===== config.mk =====
export PLATFORM = sky130hd
export DESIGN_NAME = dpt_ram
export DESIGN_NICKNAME = d
export VERILOG_FILES = /design/src/sv/dpt_pkg.sv /design/src/sv/dpt_ram.sv
export SDC_FILE = /design/constraint.sdc
export NUM_CORES = 2
export LEC_CHECK = 0
export BUFFER_PORTS_ARGS = -buffer_cell sky130_fd_sc_hd__buf_2
export CORE_UTILIZATION = 41
export DETAILED_ROUTE_END_ITERATION = 12
export SETUP_SLACK_MARGIN = 0.15
export SLEW_MARGIN = 25
export SYNTH_ARGS = -nofsm -noshare
export SYNTH_HDL_FRONTEND = slang
export SYNTH_SLANG_ARGS = --single-unit

===== constraint.sdc =====
create_clock -name clock -period 2.1 [get_ports clock]
set_input_delay 0.105 -clock clock [delete_from_list [all_inputs] [get_ports clock]]
set_output_delay 0.105 -clock clock [all_outputs]
set_load 0.01 [all_outputs]

===== src/sv/dpt_pkg.sv =====
// ----------------------------------------------------------------------------
// dpt_pkg: shared widths for the demand paging translator
// Field widths of the request and response words.
// ----------------------------------------------------------------------------
`default_nettype none

package dpt_pkg;

   localparam int ADDR_W       = 16;
   localparam int PHYS_W       = 15;
   localparam int FRAME_FLD_W  = 7;
   localparam int PAGE_FLD_W   = 8;

endpackage

`default_nettype wire


===== src/sv/dpt_ram.sv =====
// ----------------------------------------------------------------------------
// dpt_ram: single-port-write, single-port-read synchronous memory
// One write and one registered read per cycle.
// ----------------------------------------------------------------------------
`default_nettype none

module dpt_ram
   import dpt_pkg::*;
#(
   parameter int DEPTH = 256,
   parameter int WIDTH = 8,
   localparam int AW = (DEPTH > 1) ? $clog2(DEPTH) : 1
) (
   input  wire logic             clock,
   input  wire logic             we,
   input  wire logic [AW-1:0]    waddr,
   input  wire logic [WIDTH-1:0] wdata,
   input  wire logic             re,
   input  wire logic [AW-1:0]    raddr,
   output      logic [WIDTH-1:0] rdata
);

   logic [WIDTH-1:0] mem [DEPTH];

   always_ff @(posedge clock) begin
      if (we) begin
         mem[waddr] <= wdata;
      end
   end

   always_ff @(posedge clock) begin
      if (re) begin
         rdata <= mem[raddr];
      end
   end

endmodule

`default_nettype wire


==> results.py <==
metrics = {
    "clock_network": {
        "clock_latency_ns": 0.85,
        "cts_max_path_buffers": 3,
        "root_buffer": "clkbuf_16",
        "cts_setup_buffers": 0,
        "numCtsBuffers": 200,
        "path_clk_slew_ns": 0.06,
        "tritoncts": "done",
        "clock_sinks": 2056,
        "htreeDepth": 4,
    },
    "timing": {
        "period_minus_slack_ns": 2.33,
        "rsz0062_at_grt": "yes",
        "hold_viol": 0,
        "clock.fmax_mhz": 429,
        "fin_crit_sh": 1.11,
        "setup_viol": 8,
        "tightest_slew_ns": 0.828,
        "finalSetupTns_ns": -1.39,
        "finClkSkew_ns": 0.0447,
        "max_slew_margin": 0.448,
        "maxSlewViolCount": 0,
        "finalWorstSetupSlack_ns": -0.230,
    },
    "power_and_ir_drop": {
        "power_density_nw_per_um2": 887,
        "switchingPower_mw": 18.4,
        "peakVddDrop_mv": 0.699,
        "pwr-share-comb": 0.060,
        "leakage_nw": 31.0,
        "p_clk_frac": 0.406,
        "p_int_mw": 66.4,
        "power_frac_seq": 0.534,
        "swShare": 0.217,
    },
    "layout": {
        "seqCellArea_um2": 61700,
        "final_common_cell": "edfxtp_1",
        "layout_common_cells": "edfxtp_1, buf_4, mux4_2",
        "stdcell_area_um2": 95600,
        "syn_to_final_growth_pct": 20.0,
        "fillerInstances": 15300,
        "layout-drive-gt1-share": 0.346,
        "multi_input_area_um2": 17000,
        "fin_nets": 4552,
    },
    "detailed_routing": {
        "final_antenna_net_count": 0,
        "routedWlPerCell_um": 28.7,
        "drc": 0,
        "firstDrtPassIters": 7,
        "wl_mm": 207,
        "vias": 41200,
        "drt_iter0_drc": 4589,
        "viasPerCell": 5.72,
    },
    "floorplanning": {
        "core-area_um2": 193000,
        "ios": 35,
        "initial_core_util": 0.413,
        "die_y_um": 443,
        "row_count": 161,
        "die_w_um": 443,
        "fp.dieArea_um2": 196000,
    },
    "critical_path": {
        "r2r_start": "mem[66][0]$_DFFE_PP_",
        "cp-startpoint": "mem[66][0]$_DFFE_PP_",
        "end_kind": "flip-flop",
        "crit_path_max_fanout": 1,
        "start_kind": "flip-flop",
        "worstPathRequired_ns": 2.70,
        "critPathArrivalTime_ns": 2.93,
        "crit_type": "flip-flop to flip-flop",
    },
    "yosys": {
        "synth.distinct_cells": 54,
        "synthFlopType": "edfxtp_1",
        "syn_area_um2": 79600,
        "synth_seq_cells": 2056,
        "syn-num-nets": 3760,
        "seq_area_frac_synth": 0.775,
        "syn_area_per_cell_um2": 21.3,
        "postSynthCellCount": 3733,
        "synth-async-reset-ratio": 0,
        "yosysWarningCount": 0,
        "synth_edf_count": 2056,
    },
    "placed_design": {
        "place_congestion": 0.894,
        "dpl_cell_area_um2": 88700,
        "hpwl_mm": 138,
        "portBuffers": 34,
    },
    "grt": {
        "track_usage": 0.211,
        "grt_pass1_vias": 41200,
        "grt_max_degree": 84,
        "antenna_found_initial": 9,
        "grt_pass1_wl_mm": 298,
        "gr-total-overflow": 0,
    },
    "flow_run": {
        "drv_cap": 0,
    },
    "hold_path": {
        "hold_class": "input pin to flip-flop",
        "min_from": "waddr[5]",
    },
    "run_status": {
        "status": "complete, but fails checks",
        "violations": "setup timing",
    },
}
[worst max-delay path: stages (launching register included)]
cell and delay, ns:
edfxtp_1 0.38, mux4_2 0.50, mux4_2 0.55, nor2b_1 0.17
nor4_1 0.23, buf_4 0.21, nor4_2 0.04
[timing repair]
| action | 4_1_cts | 5_1_grt |
|---|---|---|
| endpoints found under the setup margin | 8 | 8 |
| endpoints found under the hold margin | 1688 | 0 |
| hold buffers | 16 | 0 |
| gates resized for setup | 67 | 20 |
| pin swaps | 37 | 15 |
[metal layers]
metal,vias up,track usage,part of all wire
met4,0,0.0621,0.029
met5,-,0,0
li1,17300,-,-
met3,270,0.0321,0.080
met2,1702,0.335,0.48
met1,22000,0.303,0.42
[cell usage after synthesis (28+ instances only)]
| cell | count | area (µm²) |
|---|---|---|
| o22ai_1 | 28 | 175 |
| mux2i_1 | 134 | 1340 |
| nand2_1 | 33 | 124 |
| mux4_2 | 454 | 10200 |
| a22oi_1 | 133 | 998 |
| a21oi_1 | 96 | 480 |
| nor2b_1 | 31 | 194 |
| clkbuf_1 | 111 | 417 |
| nand3_1 | 34 | 170 |
| nor2_1 | 282 | 1060 |
| edfxtp_1 | 2056 | 61700 |
| o221ai_1 | 46 | 403 |
| buf_2 | 31 | 155 |
[cell families after synthesis]
kind of cell,count (synthesis),synth area share
DFF,2056,0.775
muxes,591,0.146
AOI/OAI and AO/OA,385,0.0342
and+or+nand+nor,466,0.0263
buffers and inverters,235,0.0183
[cell type report]
type                            count  area share
Sequential cell                  2056       0.646
Multi-Input combinational cell   1442       0.178
Timing Repair Buffer              823      0.0774
Clock buffer                      243      0.0543
Tap cell                         2526      0.0331
Clock inverter                    120      0.0113
Inverter                            2   0.0000785
Antenna cell                        2   0.0000523
[path summary, 6_finish.rpt]
check	end	slack, ns	depth (start not counted)
worst min-delay path	mem[181][1]$_DFFE_PP_	0.07	4
worst max register to register	rdata[0]$_DFFE_PP_	-0.23	6
worst min register to register	rdata[4]$_DFFE_PP_	1.13	5
worst max-delay path	rdata[0]$_DFFE_PP_	-0.23	6
[registers in the layout, summed over array words and instances (netlist names)]
signal and flops:
rdata 8, mem 2048
[through the flow]
| step | std cells | setup WS, ns | hold slack [ns] | power [mW] | utilization |
|---|---|---|---|---|---|
| 4_1_cts | 7212 | -0.295 | 0.00136 | 85.4 | 0.495 |
| 2_1_floorplan | 3733 | 0.0376 | 0.204 | 48.4 | - |
| 3_5_place_dp | 6833 | -1.09 | 0.515 | 51.1 | 0.460 |
| 6_report | 7214 | -0.230 | 0.0740 | 84.8 | 0.496 |
| 5_1_grt | 7213 | -0.263 | 0.0582 | 87.1 | 0.496 |
| 3_3_place_gp | 6833 | -1.02 | 0.508 | 51.0 | 0.460 |
[power by group through the flow]
stage | Combinational [mW] | Sequential [mW] | Clock [mW]
6_report | 5.06 | 45.3 | 34.4
4_1_cts | 5.06 | 45.3 | 35.0
3_3_place_gp | 4.85 | 46.2 | 0
2_1_floorplan | 2.27 | 46.2 | 0
3_5_place_dp | 4.90 | 46.2 | 0
5_1_grt | 5.30 | 45.3 | 36.5
Note: power is estimated with default switching activity, not from simulation.
